`config.mk`:
```
export PLATFORM = sky130hd
export DESIGN_NAME = apf_ctrl
export DESIGN_NICKNAME = d
export VERILOG_FILES = /design/src/hw/rtl/apf_pkg.sv /design/src/hw/rtl/apf_ctrl.sv
export SDC_FILE = /design/constraint.sdc
export NUM_CORES = 1
export LEC_CHECK = 0
export BUFFER_PORTS_ARGS = -buffer_cell sky130_fd_sc_hd__buf_4
export CORE_ASPECT_RATIO = 1.1
export CORE_MARGIN = 1.5
export CORE_UTILIZATION = 25
export CTS_CLUSTER_DIAMETER = 100
export DETAILED_ROUTE_END_ITERATION = 12
export GPL_TIMING_DRIVEN = 0
export SLEW_MARGIN = 10
export SYNTH_ARGS = -nofsm -noshare
export SYNTH_HDL_FRONTEND = slang
export SYNTH_SLANG_ARGS = --single-unit
export TNS_END_PERCENT = 5
```
`constraint.sdc`:
```
create_clock -name clk -period 1.66 [get_ports clk]
set_clock_uncertainty 0.05 [all_clocks]
set_input_delay 0.498 -clock clk [delete_from_list [all_inputs] [get_ports clk]]
set_output_delay 0.498 -clock clk [all_outputs]
set_load 0.02 [all_outputs]
```
`src/hw/rtl/apf_pkg.sv`:
```
// ----------------------------------------------------------------------------
// Articulation point finder package
// Field widths, defaults and the command and status bundles that join the
// controller and the datapath.
// ----------------------------------------------------------------------------
package apf_pkg;

  // Fixed field widths of the stream payloads.
  localparam int VERT_W      = 6;
  localparam int IN_DATA_W   = 16;
  localparam int OUT_DATA_W  = 8;

  // Defaults for the top-level parameter and the root register.
  localparam int                MAX_VERTICES_DEF = 64;
  localparam logic [VERT_W-1:0] ROOT_RESET       = 6'd5;

  // Input item kinds carried in the slave tuser bit.
  localparam logic MODE_EDGE = 1'b0;
  localparam logic MODE_RUN  = 1'b1;

  // Commands from the controller to the datapath.
  typedef struct packed {
    logic clr_step;    // clear a row of adj, disc, par, cut; advance sweep
    logic in_ready;    // input channel may take a transfer
    logic edge_first;  // set adjacency bit (a, b) from the input
    logic edge_second; // set adjacency bit (b, a) from the saved edge
    logic start;       // visit the root, fetch its row
    logic scan;        // test the next neighbor column
    logic descend;     // visit the candidate as a new child
    logic lower;       // fold candidate discovery time into low-link
    logic finish;      // fetch the parent of the finished vertex
    logic pop;         // fold child into parent, resume parent
    logic root_cut;    // write the root cut flag from the child count
    logic out_rd;      // read the cut flag at the sweep index
    logic out_push;    // move pending result out, hold the new one
    logic sweep_step;  // advance the sweep index during the output scan
    logic out_end;     // emit the final result of the run
  } apf_cmd_t;

  // Status from the datapath to the controller.
  typedef struct packed {
    logic sweep_last;
    logic in_fire;
    logic in_mode;
    logic edge_ok;
    logic root_ok;
    logic w_end;
    logic cand_hit;
    logic v_is_root;
    logic unvisited;
    logic cut_q;
    logic pend_valid;
    logic out_free;
  } apf_sts_t;

endpackage

```
`src/hw/rtl/apf_ctrl.sv`:
```
// ----------------------------------------------------------------------------
// Articulation point finder controller
// Sequences edge loads, the depth-first walk, the output scan and the
// clearing pass, one command set per cycle.
// ----------------------------------------------------------------------------
module apf_ctrl (
  input  logic              clk,
  input  logic              rst,
  input  apf_pkg::apf_sts_t sts,
  output apf_pkg::apf_cmd_t cmd
);
  import apf_pkg::*;

  typedef enum logic [3:0] {
    S_CLEAR, S_IDLE, S_EDGE2, S_START, S_ROW_WAIT, S_SCAN, S_CHECK,
    S_POP, S_ROOT_CUT, S_OUT_RD, S_OUT_CHK, S_OUT_END
  } state_t;

  state_t state, state_next;
  logic   out_stall;

  // A new flag waits while an older pending result cannot leave.
  assign out_stall = sts.cut_q && sts.pend_valid && !sts.out_free;

  // Command decode and next state.
  always_comb begin
    cmd        = '0;
    state_next = state;
    case (state)
      S_CLEAR: begin
        cmd.clr_step = 1'b1;
        if (sts.sweep_last) begin
          state_next = S_IDLE;
        end
      end
      S_IDLE: begin
        cmd.in_ready = 1'b1;
        if (sts.in_fire) begin
          if (sts.in_mode == MODE_EDGE) begin
            if (sts.edge_ok) begin
              cmd.edge_first = 1'b1;
              state_next     = S_EDGE2;
            end
          end else if (sts.root_ok) begin
            state_next = S_START;
          end else begin
            state_next = S_OUT_RD;
          end
        end
      end
      S_EDGE2: begin
        cmd.edge_second = 1'b1;
        state_next      = S_IDLE;
      end
      S_START: begin
        cmd.start  = 1'b1;
        state_next = S_ROW_WAIT;
      end
      S_ROW_WAIT: begin
        state_next = S_SCAN;
      end
      S_SCAN: begin
        if (sts.w_end) begin
          if (sts.v_is_root) begin
            state_next = S_ROOT_CUT;
          end else begin
            cmd.finish = 1'b1;
            state_next = S_POP;
          end
        end else begin
          cmd.scan = 1'b1;
          if (sts.cand_hit) begin
            state_next = S_CHECK;
          end
        end
      end
      S_CHECK: begin
        if (sts.unvisited) begin
          cmd.descend = 1'b1;
          state_next  = S_ROW_WAIT;
        end else begin
          cmd.lower  = 1'b1;
          state_next = S_SCAN;
        end
      end
      S_POP: begin
        cmd.pop    = 1'b1;
        state_next = S_SCAN;
      end
      S_ROOT_CUT: begin
        cmd.root_cut = 1'b1;
        state_next   = S_OUT_RD;
      end
      S_OUT_RD: begin
        cmd.out_rd = 1'b1;
        state_next = S_OUT_CHK;
      end
      S_OUT_CHK: begin
        if (!out_stall) begin
          cmd.out_push   = sts.cut_q;
          cmd.sweep_step = 1'b1;
          state_next     = sts.sweep_last ? S_OUT_END : S_OUT_RD;
        end
      end
      S_OUT_END: begin
        if (sts.out_free) begin
          cmd.out_end = 1'b1;
          state_next  = S_CLEAR;
        end
      end
      default: begin
        state_next = S_CLEAR;
      end
    endcase
  end

  // State register; reset starts with the clearing pass.
  always_ff @(posedge clk) begin
    if (rst) begin
      state <= S_CLEAR;
    end else begin
      state <= state_next;
    end
  end

endmodule

```
# After elaboration in Yosys (flattened, before gate mapping)
# Index checks and enable logic that the tools add are counted.
[totals]
regBits = 4
output_inout_bits = 15
word_cells = 59
[classes]
n_eq_ne = 17
n_mux = 35
reduce_logical = 6
[op_table]
columns = ["cell", "count"]
rows = [
  ["4-bit one-hot mux with 11 select lines", 1],
  ["4-bit 2-to-1 mux", 10],
  ["1-bit 2-to-1 mux", 19],
  ["4-bit by 3-bit == test with 1-bit output (second input constant)", 4],
  ["4-bit == test (second input constant)", 4],
  ["2-bit 2-to-1 mux", 5],
  ["4-bit by 2-bit == test with 1-bit output (second input constant)", 2],
  ["2-bit != test (second input constant)", 4],
  ["3-bit != test (second input constant)", 2],
  ["6-bit AND reduction", 1],
  ["4-bit by 1-bit == test with 1-bit output (second input constant)", 1],
  ["4-bit zero test", 1],
  ["1-bit logical AND", 2],
  ["2-bit OR reduction", 1],
  ["1-bit zero test", 1],
]

# Logic depth before layout (Yosys ltp)
# Gate-level depths: netlist (run 1).
[depth]
ltp_word = 4
ltp_mapped = 5

# Worst setup path before layout (run 1)
# No wires, ideal clock.
[synth_timing]
path_kind = "register -> output"
start = "register state[1]"
end = "output port cmd[12] (netlist name)"
arrival_time_ns = 1.754
slack_ns = -0.642
stages_incl_launch_ff = 4
path_buffers = 1
path_cell_list = "dfxtp_1 > buf_6 > nor4b_1 > and4b_1"
[synth_lines]
columns = ["element", "line", "source"]
rows = [
  ["from (decl)", "apf_ctrl.sv:19", "state_t state, state_next;"],
  ["from (signal assigned)", "apf_ctrl.sv:122", "state <= state_next;"],
  ["to (decl)", "apf_ctrl.sv:10", "output apf_pkg::apf_cmd_t cmd"],
]

==> results of run 1 <==
[Yosys cell counts]
| master | count | area [µm²] |
|---|---|---|
| and3b_1 | 1 | 8.76 |
| and3_4 | 1 | 11.3 |
| or2_1 | 1 | 6.26 |
| or4_1 | 2 | 15.0 |
| a32oi_1 | 1 | 8.76 |
| inv_1 | 1 | 3.75 |
| clkbuf_1 | 3 | 11.3 |
| nand2b_1 | 3 | 18.8 |
| nand3_1 | 3 | 15.0 |
| a31oi_1 | 3 | 18.8 |
| a221oi_1 | 1 | 8.76 |
| nor2b_1 | 1 | 6.26 |
| a311oi_2 | 1 | 15.0 |
| nand4_1 | 1 | 6.26 |
| or2b_1 | 1 | 7.51 |
| buf_2 | 1 | 5.00 |
| and4b_1 | 1 | 10.0 |
| a21o_1 | 2 | 15.0 |
| nor3_1 | 6 | 30.0 |
| nor4b_1 | 4 | 35.0 |
| a22oi_1 | 1 | 7.51 |
| dfxtp_1 | 4 | 80.1 |
| and2b_1 | 1 | 7.51 |
| a21oi_1 | 1 | 5.00 |
| nor4_1 | 1 | 6.26 |
| o21ai_0 | 2 | 10.0 |
| nand2_1 | 5 | 18.8 |
| nor2_1 | 6 | 22.5 |
| and2_1 | 2 | 12.5 |
| o311ai_0 | 1 | 8.76 |
| a211oi_2 | 1 | 12.5 |
| nand4b_1 | 1 | 8.76 |
| buf_6 | 1 | 11.3 |
[cells by family after synthesis]
logic type / after synthesis
flip-flops: 4
buffers and inverters: 6
AND/OR/NAND/NOR: 41
AO/OA/AOI/OAI: 14
[final timing paths]
path / to / slack (ps) / cells after the start
worst min-delay path: state[1] / 400 / 2
worst min register to register: state[1] / 640 / 3
worst max-delay path: cmd[5] / -290 / 5
worst max register to register: state[1] / -150 / 6
[stage by stage]
step	setup slack [ps]	cells	TNS, ps
floorplan	-284	65	-1340
global placement	-203	111	-1730
detailed placement	-201	111	-1740
CTS	-291	118	-2790
global route	-330	118	-3290
finish	-289	118	-2530
[layout by cell type (no fill, tap or decap), drive strengths merged]
cell	n
and2b	1
nor4b	4
nor2b	1
nor3	6
a32oi	1
or2b	1
nand4b	1
nand2b	3
o311ai	1
or2	1
o21ai	2
buf	36
nand4	1
and3	1
a31oi	3
a22oi	1
nand2	5
nand3	3
a311oi	1
and2	2
nor2	6
a221oi	1
a21oi	1
and3b	1
a211oi	1
and4b	1
dfxtp	4
or4	2
inv	1
clkbuf	4
nor4	1
a21o	2
[layout make-up]
type | count | area, µm² | area share [%]
buffer | 5 | 67.6 | 7.35
clock buffer | 3 | 22.5 | 2.45
inverter | 1 | 3.75 | 0.408
multi-input combinational | 55 | 458 | 49.8
sequential | 4 | 90.1 | 9.80
tap | 18 | 22.5 | 2.45
timing repair buffer | 32 | 255 | 27.8
[power groups by stage]
stage / Combinational, mW / Clock, mW / Sequential (mW)
floorplan: 0.506 / 0 / 0.146
global placement: 0.696 / 0 / 0.152
detailed placement: 0.698 / 0 / 0.153
CTS: 0.821 / 0.125 / 0.158
global route: 1.00 / 0.134 / 0.174
finish: 0.953 / 0.120 / 0.170
[per-layer routing]
layer,share of wire (%),GRT usage [%],vias up
met4,1.2,8.08,0
met2,52,21.8,30
met5,0,0,-
met1,40,18.1,308
li1,-,-,317
met3,7.2,2.24,2
[critical path, stage by stage (launching register included)]
cell and delay (ps):
dfxtp_4 350, clkbuf_8 130, or2b_4 290, buf_4 150, nor2_1 100, buf_4 150
[repair_timing]
action	in CTS	in global routing
cloned	0	0
endpoints found under the setup margin	17	17
pin swaps	3	4
resized for setup	16	23
buffers inserted	4	0
hold buffers	0	0
endpoints found under the hold margin	0	0
==> flow_metrics.py, run 1 <==
metrics = {
    "clock_network": {
        "clkSlewWorstSetupHoldPaths_ps": 40,
        "htreeDepth": 1,
        "cts_buffers": 3,
        "cts_num_sinks": 4,
        "cts_buffer_depth": 2,
        "cts_tree": "done",
        "root_buffer": "clkbuf_4",
        "clock_latency_ps": 230,
    },
    "hold_path": {
        "worstHoldStart": "rst",
        "hp-class": "in -> reg",
    },
    "pwr": {
        "ir_worst_vdd_mv": 0.577,
        "p_per_area_mw_per_mm2": 1350,
        "p_leak_nw": 0.396,
        "pwr-share-seq_pct": 13.7,
        "power.total_mw": 1.24,
        "power.share.clock_pct": 9.7,
        "netSwitchingPower_mw": 0.562,
        "p_int_mw": 0.681,
        "combPwrFrac_pct": 76.7,
        "switching_share_pct": 45.2,
    },
    "layout": {
        "drive_above_1_share_pct": 61.0,
        "areaGrowthSynthToFinish_pct": 96.5,
        "fill_cells": 167,
        "fin_util_pct": 52.2,
        "diodes": 0,
        "fin_area_um2": 920,
        "largest_reg_flops": 4,
        "largest-register": "state",
        "nets": 116,
        "reg.largest.list": "state: 4 flops",
    },
    "synth": {
        "syn_area_per_cell_um2": 7.20,
        "yosys.area_share.simple_pct": 52.7,
        "muxShareOfSynthArea_pct": 0,
        "synth_fp_nets": 79,
        "synthAdderAreaFrac_pct": 0,
        "synth-compound-area-share_pct": 23.5,
        "ys_seq_area_share_pct": 17.1,
        "ys_seq_elements": 4,
        "synth_xor_area_share_pct": 0,
        "synth_cell_types": 33,
        "syn_area_um2": 468,
        "synth_warnings": 0,
        "synth_cells": 65,
        "synth_top_family_by_area": "simple AND/OR/NAND/NOR gates",
    },
    "grt": {
        "grt_first_pass_wirelength_um": 2380,
        "grt-ovfl-total": 0,
        "grt_max_degree": 11,
        "grt_pass1_vias": 575,
        "grtUsageTotal_pct": 14.1,
        "antenna_found_initial": 0,
    },
    "worst_setup_path": {
        "startpoint": "state[3]",
        "endpoint_kind": "output port",
        "cp-start-kind": "flip-flop",
        "arrival_ps": 1400,
        "r2r-start": "state[1]",
        "cp_max_fo": 5,
        "worstSetupPathType": "reg -> out",
        "cp.required_ps": 1110,
    },
    "sta": {
        "slew_headroom_pct": 72.6,
        "hold_viol": 0,
        "min_period_ps": 1950,
        "fin_ws_ps": -289,
        "tightest_slew_ps": 406,
        "timing.final.crit_share_pct": 117,
        "final_max_slew_viol_count": 0,
        "fmax_ghz": 0.513,
        "rsz0062_at_grt": "yes",
        "worst_hold_slack_ps": 402,
        "setup_violations": 17,
    },
    "floorplanning": {
        "die_w_um": 44.3,
        "start_util_pct": 26.6,
        "fp.dieArea_mm2": 0.00214,
        "core_mm2": 0.00176,
        "rows": 16,
        "io_pins": 29,
        "die-height_um": 48.4,
    },
    "drt": {
        "routed_wl_um": 1680,
        "vias": 657,
        "ant_nets": 0,
        "dr.pass1.iters": 4,
        "post_drt_via_cell_ratio": 5.57,
        "post-route-drc-count": 0,
        "first_iter_violations": 17,
        "avgRoutedWirePerCell_um": 14.3,
    },
    "run_status": {
        "violations": "setup timing",
        "status": "finished, violations left",
    },
    "place": {
        "portBuffers": 28,
        "dp_hpwl_um": 1110,
        "gp_congestion": 0.760,
        "place_area_um2": 726,
    },
    "run": {
        "cap_violations": 0,
    },
}
No activity file was read; power rests on OpenSTA's default activity.
==> inputs of run 2 (changes only) <==
--- a/config.mk
+++ b/config.mk
@@ -5,7 +5,7 @@
 export SDC_FILE = /design/constraint.sdc
 export NUM_CORES = 1
 export LEC_CHECK = 0
-export BUFFER_PORTS_ARGS = -buffer_cell sky130_fd_sc_hd__buf_4
+export BUFFER_PORTS_ARGS = -buffer_cell sky130_fd_sc_hd__buf_2
 export CORE_ASPECT_RATIO = 1.1
 export CORE_MARGIN = 1.5
 export CORE_UTILIZATION = 25
==> run 2 against run 1 <==
The run still ends with setup timing left. Wire length decreased by 4.5%. Sequential power barely moved. Global-route usage decreased by 0.14 points. Count of clock-buffer cells in the layout is the same. Sequential cell count unchanged. Non-clock buffer count unchanged.
==> flow_metrics.py, run 2 (synthesis gave the netlist of run 1 again) <==
metrics = {
    "layout": {
        "areaGrowthSynthToFinish_pct": 77.5,
        "final_cell_mix": "buf_2, buf_4, nor2_1, nand2_1",
        "fin_util_pct": 47.2,
        "final_common_cell": "buf_2",
        "reg.largest.list": "state: 4 flops",
        "drive_above_1_share_pct": 56.0,
        "largest-register": "state",
        "fin_area_um2": 831,
        "largest_reg_flops": 4,
        "final_cells": 118,
        "diodes": 0,
        "nets": 116,
    },
    "pwr": {
        "combPwrFrac_pct": 74.7,
        "pwr-share-seq_pct": 15.0,
        "p_leak_nw": 0.376,
        "ir_worst_vdd_mv": 0.535,
        "power.total_mw": 1.15,
        "power.share.clock_pct": 10.3,
        "p_per_area_mw_per_mm2": 1380,
        "switching_share_pct": 46.3,
        "p_int_mw": 0.614,
        "netSwitchingPower_mw": 0.531,
    },
    "hold_path": {
        "hp-class": "in -> reg",
    },
    "place": {
        "gp_congestion": 0.750,
        "place_inst": 111,
        "dp_hpwl_um": 1140,
        "place_area_um2": 656,
        "portBuffers": 28,
    },
    "drt": {
        "routed_wl_um": 1610,
        "first_iter_violations": 16,
        "avgRoutedWirePerCell_um": 13.6,
        "vias": 657,
        "post-route-drc-count": 0,
        "ant_nets": 0,
        "post_drt_via_cell_ratio": 5.57,
        "dr.pass1.iters": 4,
    },
    "worst_setup_path": {
        "cp_top_family": "simple AND/OR/NAND/NOR gates",
        "arrival_ps": 1450,
        "cp.required_ps": 1110,
        "critPathMaxStageDelay_ps": 360,
        "worstSetupPathType": "reg -> out",
        "slowest_stage": "dfxtp_4",
        "cp_max_fo": 6,
        "endpoint_kind": "output port",
        "cp_num_buf_inv": 2,
        "cp_cell_sequence": "buf_8 -> or2b_4 -> nor4b_4 -> buf_4",
        "cp-start-kind": "flip-flop",
    },
    "clock_network": {
        "cts_hold_buf": 0,
        "cts_buffer_depth": 2,
        "root_buffer": "clkbuf_4",
        "cts_num_sinks": 4,
        "clock_latency_ps": 230,
        "clkSlewWorstSetupHoldPaths_ps": 40,
        "cts_buffers": 3,
        "htreeDepth": 1,
        "cts_tree": "done",
    },
    "floorplanning": {
        "fp.dieArea_mm2": 0.00214,
        "rows": 16,
        "die_w_um": 44.3,
        "io_pins": 29,
        "core_mm2": 0.00176,
        "die-height_um": 48.4,
        "start_util_pct": 26.6,
    },
    "sta": {
        "hold_viol": 0,
        "min_period_ps": 1990,
        "tightest_slew_ps": 426,
        "worst_hold_slack_ps": 444,
        "setup_violations": 17,
        "final_max_slew_viol_count": 0,
        "fin_ws_ps": -334,
        "slew_headroom_pct": 71.2,
        "rsz0062_at_grt": "yes",
        "fmax_ghz": 0.502,
        "timing.final.crit_share_pct": 120,
    },
    "run": {
        "cap_violations": 0,
    },
    "run_status": {
        "violations": "setup timing",
        "status": "finished, violations left",
    },
    "grt": {
        "grt_first_pass_wirelength_um": 2290,
        "grt_max_degree": 11,
        "grt_pass1_vias": 560,
        "grtUsageTotal_pct": 14.0,
        "antenna_found_initial": 0,
        "grt-ovfl-total": 0,
    },
}
run 2: changes by cell type in the layout (fill, tap and decap cells not counted), moves of 2 or more:
cell    previous run  this run
and2_1             0         2
and2_4             2         0
buf_2              0        19
buf_4             28        13
buf_6              7         3
nor2_1             3         5
or4_1              2         0
or4_4              0         2
run 2: final timing paths:
kind	startpoint	end	slack [ps]	depth (start not counted)
max	state[3]	cmd[7]	-330	4
max reg2reg	state[1]	state[1]	-70	5
min reg2reg	state[3]	state[3]	600	3
min	rst	state[0]	440	2
run 2: area by class of cell:
cell class,instances,area (µm²)
multi-input combinational,55,440
tap,18,22.5
sequential,4,86.3
inverter,1,3.75
clock buffer,3,22.5
fill,184,931
timing repair buffer,32,196
buffer,5,58.8
run 2: what timing repair did:
action | CTS | global route
gates cloned | 0 | 1
setup buffers | 0 | 3
pin swaps | 1 | 1
endpoints found under the setup margin | 17 | 17
gates resized for setup | 19 | 18
run 2: per-stage QoR:
step	setup TNS (ps)	worst slack, ps
6_report	-2600	-334
5_1_grt	-3800	-384
4_1_cts	-2680	-331
3_5_place_dp	-1830	-246
3_3_place_gp	-1570	-190
2_1_floorplan	-1340	-284
run 2: routing by layer:
layer	vias to the layer above	track usage, %	wire length [µm]	part of all wire (%)
met5	-	0	0	0
met1	307	16.3	694	43
li1	319	-	-	-
met4	0	7.07	0	0
met2	31	23.3	826	51
met3	0	2.99	87	5.4
run 2: power groups by stage:
stage | clock network (mW) | registers, mW | logic (mW)
floorplan | 0 | 0.146 | 0.506
global placement | 0 | 0.152 | 0.647
detailed placement | 0 | 0.153 | 0.657
CTS | 0.120 | 0.158 | 0.725
global route | 0.138 | 0.176 | 0.918
finish | 0.118 | 0.171 | 0.856
